==> config.mk <==
export PLATFORM = sky130hd
export DESIGN_NAME = scope_trace_page_renderer
export DESIGN_NICKNAME = d
export VERILOG_FILES = /design/src/rtl/stpr_pkg.sv /design/src/rtl/scope_trace_page_renderer.sv
export SDC_FILE = /design/constraint.sdc
export NUM_CORES = 1
export LEC_CHECK = 0
export ABC_AREA = 1
export BUFFER_PORTS_ARGS = -buffer_cell sky130_fd_sc_hd__buf_2
export CAP_MARGIN = 20
export CORE_UTILIZATION = 62
export CTS_CLUSTER_DIAMETER = 100
export DETAILED_ROUTE_END_ITERATION = 6
export PLACE_DENSITY = 0.91
export SLEW_MARGIN = 10
export SYNTH_ARGS = -nofsm -noshare
export SYNTH_HDL_FRONTEND = slang
export SYNTH_SLANG_ARGS = --single-unit
==> constraint.sdc <==
create_clock -name i_clk -period 8.7 [get_ports i_clk]
set_clock_uncertainty 0.2 [all_clocks]
set_input_delay 0 -clock i_clk [delete_from_list [all_inputs] [get_ports i_clk]]
set_output_delay 0 -clock i_clk [all_outputs]
set_load 0.1 [all_outputs]
==> src/rtl/stpr_pkg.sv <==
// ============================================================================
// stpr_pkg - shared types, tables and functions of the scope trace renderer
// Sample scaling to pixel height and per-page stroke fill helpers.
// ============================================================================
package stpr_pkg;

    typedef logic [5:0] t_height;
    typedef logic [7:0] t_byte;
    typedef logic [2:0] t_page;

    localparam logic [7:0] BYTE_ALL = 8'b11111111;
    localparam logic [7:0] BYTE_NONE = 8'b00000000;

    localparam logic SCOPE_FULL = 1'b0;
    localparam logic SCOPE_TITLE = 1'b1;

    localparam logic REG_SCOPE_MODE = 1'b0;
    localparam logic REG_HIGHLIGHT = 1'b1;

    // Partial page fill: lit pixels from the stroke top down to the page bottom.
    localparam t_byte STROKE_PART [8] = '{
        8'b00000000, 8'b10000000, 8'b11000000, 8'b11100000,
        8'b11110000, 8'b11111000, 8'b11111100, 8'b11111110
    };

    // Clamp to -64..63, offset to 0..127, scale for the active mode.
    function automatic t_height scale_sample(input logic signed [7:0] s, input logic mode);
        logic [6:0] u;
        logic [8:0] u3;
        begin
            if (s < -8'sd64) begin
                u = 7'd0;
            end else if (s > 8'sd63) begin
                u = 7'd127;
            end else begin
                u = 7'(s + 8'sd64);
            end
            u3 = {2'b00, u} + {1'b0, u, 1'b0};
            if (mode == SCOPE_TITLE) begin
                scale_sample = u3[8:3];
            end else begin
                scale_sample = u[6:1];
            end
        end
    endfunction

    // Pixels of one page for a column lit from height val down to the bottom.
    function automatic t_byte fill_from(input t_height val, input t_page page);
        t_page edge_page;
        begin
            edge_page = 3'd7 - val[5:3];
            if (page > edge_page) begin
                fill_from = BYTE_ALL;
            end else if (page < edge_page) begin
                fill_from = BYTE_NONE;
            end else begin
                fill_from = STROKE_PART[val[2:0]];
            end
        end
    endfunction

endpackage

==> src/rtl/scope_trace_page_renderer.sv <==
// ============================================================================
// scope_trace_page_renderer - scope trace to display page bytes
// Scales one sample per column, draws the vertical stroke between the
// neighbor midpoints and emits the eight page bytes of each column.
// ============================================================================
//
//  channel   direction  handshake                        payload
//  sample    in         i_sample_valid / o_sample_stall  i_sample
//  result    out        o_result_valid / i_result_stall  o_column, o_page_byte_0..7,
//                                                        o_frame_end
//  config    in         APB psel/penable/pwrite, pready  paddr, pwdata, prdata
//
// One sample is taken per cycle while the sample side is not stalled. A
// sample enters the request register, and the page bytes are formed from it
// on the way into the result register. The last sample of a frame makes two
// results and holds the sample side while the request register sends its
// second column. The first sample of a frame makes no result. Reset clears
// the column count, neighbor heights, valid flags and configuration
// registers. A stall on the result side holds the result register, and
// the sample side stalls as soon as the request register cannot drain,
// and while it still has its second column to send.
module scope_trace_page_renderer #(
    parameter int COLUMNS = 128
) (
    input  logic              i_clk,
    input  logic              i_rst_n,

    input  logic              i_sample_valid,
    output logic              o_sample_stall,
    input  logic signed [7:0] i_sample,

    output logic              o_result_valid,
    input  logic              i_result_stall,
    output logic [6:0]        o_column,
    output logic [7:0]        o_page_byte_0,
    output logic [7:0]        o_page_byte_1,
    output logic [7:0]        o_page_byte_2,
    output logic [7:0]        o_page_byte_3,
    output logic [7:0]        o_page_byte_4,
    output logic [7:0]        o_page_byte_5,
    output logic [7:0]        o_page_byte_6,
    output logic [7:0]        o_page_byte_7,
    output logic              o_frame_end,

    input  logic              psel,
    input  logic              penable,
    input  logic              pwrite,
    input  logic [2:0]        paddr,
    input  logic [31:0]       pwdata,
    output logic [31:0]       prdata,
    output logic              pready
);

    localparam int CW = $clog2(COLUMNS);
    localparam int CWX = (CW > 7) ? CW : 7;
    localparam logic [CW-1:0] LAST_COL = CW'(COLUMNS - 1);

    // Configuration registers
    logic       r_scope_mode;
    logic [2:0] r_highlight;

    // Frame state
    logic [CW-1:0]      r_count;
    stpr_pkg::t_height  r_left;
    stpr_pkg::t_height  r_centre;

    // Request register: operands of one or two pending columns
    logic               r_s1_valid;
    logic               r_s1_two;
    logic               r_s1_sel;
    logic [CW-1:0]      r_s1_col;
    stpr_pkg::t_height  r_s1_l;
    stpr_pkg::t_height  r_s1_c;
    stpr_pkg::t_height  r_s1_h;

    // Result register
    logic               r_out_valid;
    logic [6:0]         r_out_col;
    stpr_pkg::t_byte    r_out_page [8];
    logic               r_out_last;

    logic               w_out_ready;
    logic               w_s1_take;
    logic               w_s1_done;
    logic               w_accept;
    logic               w_cfg_wr;
    stpr_pkg::t_height  w_h;

    // Selected column operands and the page math
    logic [CW-1:0]      w_col;
    logic [CWX-1:0]     w_col_ext;
    stpr_pkg::t_height  w_l;
    stpr_pkg::t_height  w_c;
    stpr_pkg::t_height  w_r;
    logic               w_last;
    stpr_pkg::t_height  w_mid_l;
    stpr_pkg::t_height  w_mid_r;
    stpr_pkg::t_height  w_hi;
    stpr_pkg::t_height  w_lo;
    stpr_pkg::t_height  w_hi_adj;
    stpr_pkg::t_height  w_lo_adj;
    stpr_pkg::t_byte    w_page [8];

    assign pready   = 1'b1;
    assign w_cfg_wr = psel && penable && pwrite;

    always_comb begin
        prdata = 32'd0;
        unique case (paddr[2])
            stpr_pkg::REG_SCOPE_MODE: prdata = {31'd0, r_scope_mode};
            stpr_pkg::REG_HIGHLIGHT:  prdata = {29'd0, r_highlight};
            default:                  prdata = 32'd0;
        endcase
    end

    always_ff @(posedge i_clk) begin
        if (!i_rst_n) begin
            r_scope_mode <= stpr_pkg::SCOPE_FULL;
            r_highlight  <= 3'd0;
        end else if (w_cfg_wr) begin
            unique case (paddr[2])
                stpr_pkg::REG_SCOPE_MODE: r_scope_mode <= pwdata[0];
                stpr_pkg::REG_HIGHLIGHT:  r_highlight  <= pwdata[2:0];
                default:                  r_highlight  <= r_highlight;
            endcase
        end
    end

    // Handshake: the request register drains into the result register when
    // that register is empty or being taken; stall samples until the request
    // has sent its final column.
    assign w_out_ready    = !r_out_valid || !i_result_stall;
    assign w_s1_take      = r_s1_valid && w_out_ready;
    assign w_s1_done      = w_s1_take && (!r_s1_two || r_s1_sel);
    assign o_sample_stall = r_s1_valid && !w_s1_done;
    assign w_accept       = i_sample_valid && !o_sample_stall;

    assign w_h = stpr_pkg::scale_sample(i_sample, r_scope_mode);

    always_ff @(posedge i_clk) begin
        if (!i_rst_n) begin
            r_count    <= '0;
            r_left     <= '0;
            r_centre   <= '0;
            r_s1_valid <= 1'b0;
            r_s1_sel   <= 1'b0;
            r_s1_two   <= 1'b0;
        end else begin
            // Load a new request, else drop the drained one or advance to
            // its second column
            if (w_accept && (r_count != '0)) begin
                r_s1_valid <= 1'b1;
                r_s1_sel   <= 1'b0;
                r_s1_two   <= (r_count == LAST_COL);
            end else if (w_s1_done) begin
                r_s1_valid <= 1'b0;
            end else if (w_s1_take) begin
                r_s1_sel <= 1'b1;
            end
            if (w_accept) begin
                if (r_count == '0) begin
                    // First column is its own left neighbor; no result yet
                    r_left   <= w_h;
                    r_centre <= w_h;
                end else begin
                    r_left   <= r_centre;
                    r_centre <= w_h;
                end
                if (r_count == LAST_COL) begin
                    r_count <= '0;
                end else begin
                    r_count <= r_count + 1'b1;
                end
            end
        end
    end

    // Request payload needs no reset
    always_ff @(posedge i_clk) begin
        if (w_accept && (r_count != '0)) begin
            r_s1_col <= r_count - 1'b1;
            r_s1_l   <= r_left;
            r_s1_c   <= r_centre;
            r_s1_h   <= w_h;
        end
    end

    // Second column of a frame's last request: the last column, right
    // neighbor clamped to itself.
    always_comb begin
        if (r_s1_sel) begin
            w_col  = r_s1_col + 1'b1;
            w_l    = r_s1_c;
            w_c    = r_s1_h;
            w_r    = r_s1_h;
            w_last = 1'b1;
        end else begin
            w_col  = r_s1_col;
            w_l    = r_s1_l;
            w_c    = r_s1_c;
            w_r    = r_s1_h;
            w_last = 1'b0;
        end
    end

    assign w_col_ext = CWX'(w_col);
    assign w_mid_l   = 6'(({1'b0, w_l} + {1'b0, w_c}) >> 1);
    assign w_mid_r   = 6'(({1'b0, w_r} + {1'b0, w_c}) >> 1);

    always_comb begin
        w_hi = w_c;
        w_lo = w_c;
        if (w_mid_l > w_hi) w_hi = w_mid_l;
        if (w_mid_l < w_lo) w_lo = w_mid_l;
        if (w_mid_r > w_hi) w_hi = w_mid_r;
        if (w_mid_r < w_lo) w_lo = w_mid_r;
        w_hi_adj = w_hi;
        w_lo_adj = w_lo;
        // Widen a flat stroke by one pixel
        if (w_lo == w_hi) begin
            if (w_hi != '0) begin
                w_lo_adj = w_lo - 1'b1;
            end else begin
                w_hi_adj = w_hi + 1'b1;
            end
        end
    end

    always_comb begin
        for (int p = 0; p < 8; p++) begin
            if ((r_scope_mode == stpr_pkg::SCOPE_TITLE) && (p < 2)) begin
                w_page[p] = stpr_pkg::BYTE_NONE;
            end else begin
                w_page[p] = stpr_pkg::fill_from(w_hi_adj, 3'(p))
                          & ~stpr_pkg::fill_from(w_lo_adj, 3'(p));
            end
            // Invert the highlighted page pair
            if ((r_highlight != 3'd0) && (3'(p >> 1) + 3'd1 == r_highlight)) begin
                w_page[p] = ~w_page[p];
            end
        end
    end

    always_ff @(posedge i_clk) begin
        if (!i_rst_n) begin
            r_out_valid <= 1'b0;
        end else if (w_out_ready) begin
            r_out_valid <= w_s1_take;
        end
    end

    always_ff @(posedge i_clk) begin
        if (w_s1_take) begin
            r_out_col  <= w_col_ext[6:0];
            r_out_page <= w_page;
            r_out_last <= w_last;
        end
    end

    assign o_result_valid = r_out_valid;
    assign o_column       = r_out_col;
    assign o_page_byte_0  = r_out_page[0];
    assign o_page_byte_1  = r_out_page[1];
    assign o_page_byte_2  = r_out_page[2];
    assign o_page_byte_3  = r_out_page[3];
    assign o_page_byte_4  = r_out_page[4];
    assign o_page_byte_5  = r_out_page[5];
    assign o_page_byte_6  = r_out_page[6];
    assign o_page_byte_7  = r_out_page[7];
    assign o_frame_end    = r_out_last;

endmodule
=== Word level (Yosys, flattened, before mapping) ===
Memories as Yosys holds them, arrays and structs flattened.
Index checks and enable logic that the tools add are counted.
Widths: inputs -> output; s select.

* Output and inout bits: 107
* Flip-flop bits (word level): 124
* Memories: 2
* Input port bits: 50
* Memory bits (read-only): 128
* Logic and storage cells: 208

{| class="wikitable"
|+ Memory list
! name !! words !! bits a word !! read ports !! clocked after Yosys merged registers in !! write ports !! line !! source
|-
| (no name shown) || 8 || 8 || 1 || 0 || 0 || stpr_pkg.sv:57 || <nowiki>fill_from = STROKE_PART[val[2:0]];</nowiki>
|-
| (no name shown) || 8 || 8 || 1 || 0 || 0 || stpr_pkg.sv:57 ||
|}

* Equality and inequality tests: 6
* Bitwise gates (word level): 29
* Reductions and logical operators: 27
* Add/subtract/negate cells: 11
* Magnitude comparators: 40
* Mux-type cells: 70

{| class="wikitable"
|+ Operators with widths
! operator !! count
|-
| $mux 8 || 50
|-
| $not 8->8 || 16
|-
| $mux 6 || 12
|-
| $and 8x8->8 || 8
|-
| $pmux 32 s2 || 1
|-
| $mux 7 || 4
|-
| $gt 3x3->1 const A || 8
|-
| $lt 3x3->1 const A || 8
|-
| $add 6x6->7 || 2
|-
| $add 7x1->7 const B || 2
|-
| $gt 1x3->1 const A || 4
|-
| $gt 2x3->1 const A || 4
|-
| $gt 6x6->1 || 2
|-
| $lt 1x3->1 const A || 4
|-
| $lt 2x3->1 const A || 4
|-
| $lt 6x6->1 || 2
|-
| $logic_and 1x1->1 || 11
|-
| $add 7x8->9 || 1
|-
| $ge 4x4->1 const B || 2
|-
| $gt 8x7->1 const B || 1
|-
| $lt 8x7->1 const B || 1
|-
| $not 3->4 || 2
|-
| $add 7x7->7 const B || 1
|-
| $eq 7x7->1 const B || 1
|-
| other kinds (19) || 32
|}

=== Logic depth before layout (Yosys ltp) ===
* Word-level depth: 21
* Gate-level depth with buffers: 48
* Depth with buffers taken out: 45

=== Worst setup path after synthesis ===
No wires, ideal clock.

* Path kind: flip-flop to flip-flop
* From: register r_s1_sel
* To: register r_out_page (netlist bit o_page_byte_1[5]) (data pin)
* Library setup time: 253 ps
* Data required time: 8247 ps
* Period minus slack after synthesis: 5980 ps
* Data arrival time: 5528 ps
* Stages on the path, launching flop included: 44
* Path slack: 2720 ps
* Buffers on the path: 5
* Cells stage by stage: dfxtp_1 > buf_6 > clkbuf_1 > o21ai_0 > fa_1 > nand3b_1 > nand2_1 > nand2_1 > nand2_1 > inv_1 > ha_1 > nand2_1 > nor2_2 > nand2_1 > nand3_2 > nand2_2 > buf_2 > o21ai_0 > (+8 left out) > nand2_1 > nand2_1 > inv_1 > ha_1 > inv_1 > nor2_4 > nand3_4 > nand2_1 > nand2_1 > nand2_2 > nand2_4 > buf_8 > nand2_4 > nand2_1 > nor2_1 > nand2_1 > nand2_1 > nand2_1

{| class="wikitable"
|+ RTL lines
! element !! line !! source
|-
| from (decl) || scope_trace_page_renderer.sv:70 || <nowiki>logic r_s1_sel;</nowiki>
|-
| from (signal assigned) || scope_trace_page_renderer.sv:146 || <nowiki>r_s1_sel <= 1'b0;</nowiki>
|-
| from (signal assigned) || scope_trace_page_renderer.sv:153 || <nowiki>r_s1_sel <= 1'b0;</nowiki>
|-
| from (signal assigned) || scope_trace_page_renderer.sv:158 || <nowiki>r_s1_sel <= 1'b1;</nowiki>
|-
| to (signal assigned) || scope_trace_page_renderer.sv:255 || <nowiki>r_out_page <= w_page;</nowiki>
|-
| to (decl) || scope_trace_page_renderer.sv:79 || <nowiki>stpr_pkg::t_byte r_out_page [8];</nowiki>
|}

==> results.toml <==
[logic_synthesis]
synth_area_leaders = "edfxtp_1 32%, nand2_1 17%, nand3_1 6.0%"
synth-warning-count = 0
synth_fa_ha_area_share_pct = 5.50
synth_largest_area_cell = "edfxtp_1"
synth.most_common_cell = "nand2_1"
synthSimpleGateAreaFrac_pct = 36.3
ys_ff_latch = 124
async_flop_share_pct = 0
synth.cell_area_sq_um = 9150
synth-seq-area-share_pct = 37.7
postSynthCellCount = 1211
synth_edf_count = 97
synth_mux_area_share_pct = 0
synth_top_area_share_pct = 31.8
synth_compound_area_share_pct = 6.84
synth_top_family_by_area = "simple AND/OR/NAND/NOR gates"
synth-xor-area-share_pct = 3.34
synth_common_cells = "410 x nand2_1, 112 x inv_1, 110 x nand3_1"
synth_cell_types = 51
avgSynthCellArea_sq_um = 7.56
synth_flop_cell = "edfxtp_1"

[route]
first_iter_violations = 903
drtPass1Iterations = 7
vias = 8679
drc = 1
routed_wl_microns = 22800
ant_nets = 0
vias_per_cell = 5.75
routedWlPerCell_microns = 15.1

[placed_design]
hpwl_microns = 16000
routabilityCongestion = 0.957
port_buffers = 95
dp_slack_ns = 1.22

[sta]
setup_violations = 0
final_max_slew_viol_count = 0
slew_headroom_pct = 37.8
worst_slew_pin_slew_ns = 0.933
worst_slack_ns = 0.976
period_needed_ns = 7.72
max_freq_ghz = 0.129
hold_viol_final = 0
fin_crit_sh_pct = 88.8
fin_tns_setup_ns = 0
rsz0062_at_grt = "false"
whs_ns = 0.0713

[setup_path]
worst_path_largest_cell_delay_ns = 0.58
critPathArrivalTime_ns = 7.70
r2r_cells = 38
r2r_start = "r_s1_sel"
path_class = "reg2reg"
ff2ff_setup_slack_ns = 0.98
cp_max_fo = 22
cp-start-kind = "flip-flop"
startpoint = "r_s1_sel"
required_ns = 8.67
r2r-end = "o_page_byte_6[7]"
cp_num_buf_inv = 6
critPathTopFamily = "simple AND/OR/NAND/NOR gates"
critPathMostFrequentCell = "nand2_1"
crit_path_top_delay_cell = "o21ai_0"
worst-path-stages = 38
endpoint = "o_page_byte_6[7]"
endpoint_kind = "flip-flop"

[clock_network]
cts_max_level = 4
clk_latency_ns = 0.43
post_cts_buffers = 0
cts-root-buf = "clkbuf_16"
numCtsBuffers = 17
cts_resized = 0
numClockSinks = 124
ctsHoldBuffers = 13
cts.reportedPaths.clkPinSlew_ns = 0.06
cts_buffer_depth = 2
tritoncts = "done"

[power]
p_leak_nw = 4.97
power_density_nw_per_um2 = 413
vdd_drop_max_mv = 0.227

[global_routing]
track_usage_pct = 31.1
grt_pass1_vias = 7839
grt_pass1_wl_microns = 36500
grt_overflow_total = 0
antenna_found_initial = 0
grt_max_degree = 74

[layout]
diodes = 0
regArea_sq_um = 3450
drive_gt1_share_pct = 17.8
area_growth_pct = 12.3
fin_nets = 1402
fillers = 1056
multiInputGateArea_sq_um = 4880

[floorplan]
die_x_microns = 123
coreArea_sq_um = 14500
dieArea_sq_um = 15200
io_pins = 157
die_y_microns = 123
rows = 44
initial_core_util_pct = 63.2

[status]
violations = "DRC"
status = "complete, but fails checks"

[run]
maxCapViolCount = 0

[hold_path]
hold_path.startpoint = "i_sample[4]"
min_path_type = "in2reg"
-- worst min-delay path, stage by stage --
cell and delay [ns]:
buf_2 0.10, nor2_1 0.11, nor2_1 0.10, nand2_1 0.14, nand2_1 0.08
-- registers in the layout, indices dropped and copies added (netlist names) --
name            flops
r_centre            6
o_page_byte_6       8
o_page_byte_3       8
o_page_byte_0       8
o_column            7
o_page_byte_1       8
r_s1_col            7
r_left              6
o_page_byte_2       8
o_frame_end         1
r_s1_sel            1
o_page_byte_5       8
r_s1_valid          1
o_page_byte_4       8
r_highlight         3
r_count             7
r_s1_c              6
r_s1_h              6
o_result_valid      1
o_page_byte_7       8
r_scope_mode        1
r_s1_l              6
r_s1_two            1
-- worst min path at each step --
stage	endpoint	slack [ns]	cells past startpoint
2_1_floorplan	r_highlight[2]	-0.07	2
3_3_place_gp	r_highlight[2]	0.04	3
3_5_place_dp	r_highlight[2]	0.03	3
4_1_cts	r_s1_h[3]	0.01	5
5_1_grt	r_s1_h[3]	0.08	5
6_report	r_s1_h[3]	0.07	5
-- layer usage --
| layer | vias to the layer above | part of all wire, % | global-route usage [%] |
|---|---|---|---|
| met5 | - | 0 | 0 |
| met4 | 0 | 3.5 | 14.4 |
| met3 | 98 | 10 | 8.03 |
| met2 | 508 | 47 | 51.3 |
| met1 | 3949 | 39 | 38.1 |
| li1 | 4124 | - | - |
-- cells in the final DEF, fill, tap and decap left out, drive strengths merged, types with 4 or more instances in the layout --
cell / count
dfxtp: 27
a31oi: 4
a21oi: 27
nor2: 81
nand2: 450
or2: 6
xor2: 28
clkbuf: 22
ha: 37
dlygate4sd3: 13
nand3: 117
xnor2: 6
edfxtp: 97
conb: 30
nand3b: 7
o21ai: 66
inv: 131
nor3: 6
buf: 102
clkinv: 13
nand4: 39
-- stage by stage --
stage          cell area, sq um  power, mW  utilization, %  cells
2_1_floorplan              9260       3.04               -   1239
3_3_place_gp               9600       3.40            66.3   1465
3_5_place_dp               9600       3.48            66.3   1465
4_1_cts                   10300       4.15            71.0   1510
5_1_grt                   10300       4.49            71.0   1510
6_report                  10300       4.24            71.0   1510
-- cell families after synthesis --
| logic type | count (synthesis) |
|---|---|
| buffers and inverters | 195 |
| AOI/OAI and AO/OA | 109 |
| xor gates and xnor gates | 34 |
| DFF | 124 |
| other | 2 |
| and+or+nand+nor | 708 |
| adders and majority gates | 39 |
-- where the power goes --
group | total (mW) | switching [mW] | leakage (nW) | internal (mW)
Sequential | 0.803 | 0.0197 | 1.13 | 0.783
Clock | 0.655 | 0.268 | 0.269 | 0.387
Combinational | 2.78 | 2.08 | 3.57 | 0.701
Total | 4.24 | 2.37 | 4.97 | 1.87
-- area by class of cell --
cell class / instances / share of cell area (%)
Multi-Input combinational cell: 920 / 47.5
Timing Repair Buffer: 115 / 6.41
Clock inverter: 10 / 0.658
Clock buffer: 22 / 4.63
Tap cell: 184 / 2.24
Sequential cell: 124 / 33.6
Inverter: 135 / 4.98
Power figures use the tool's default switching activity.
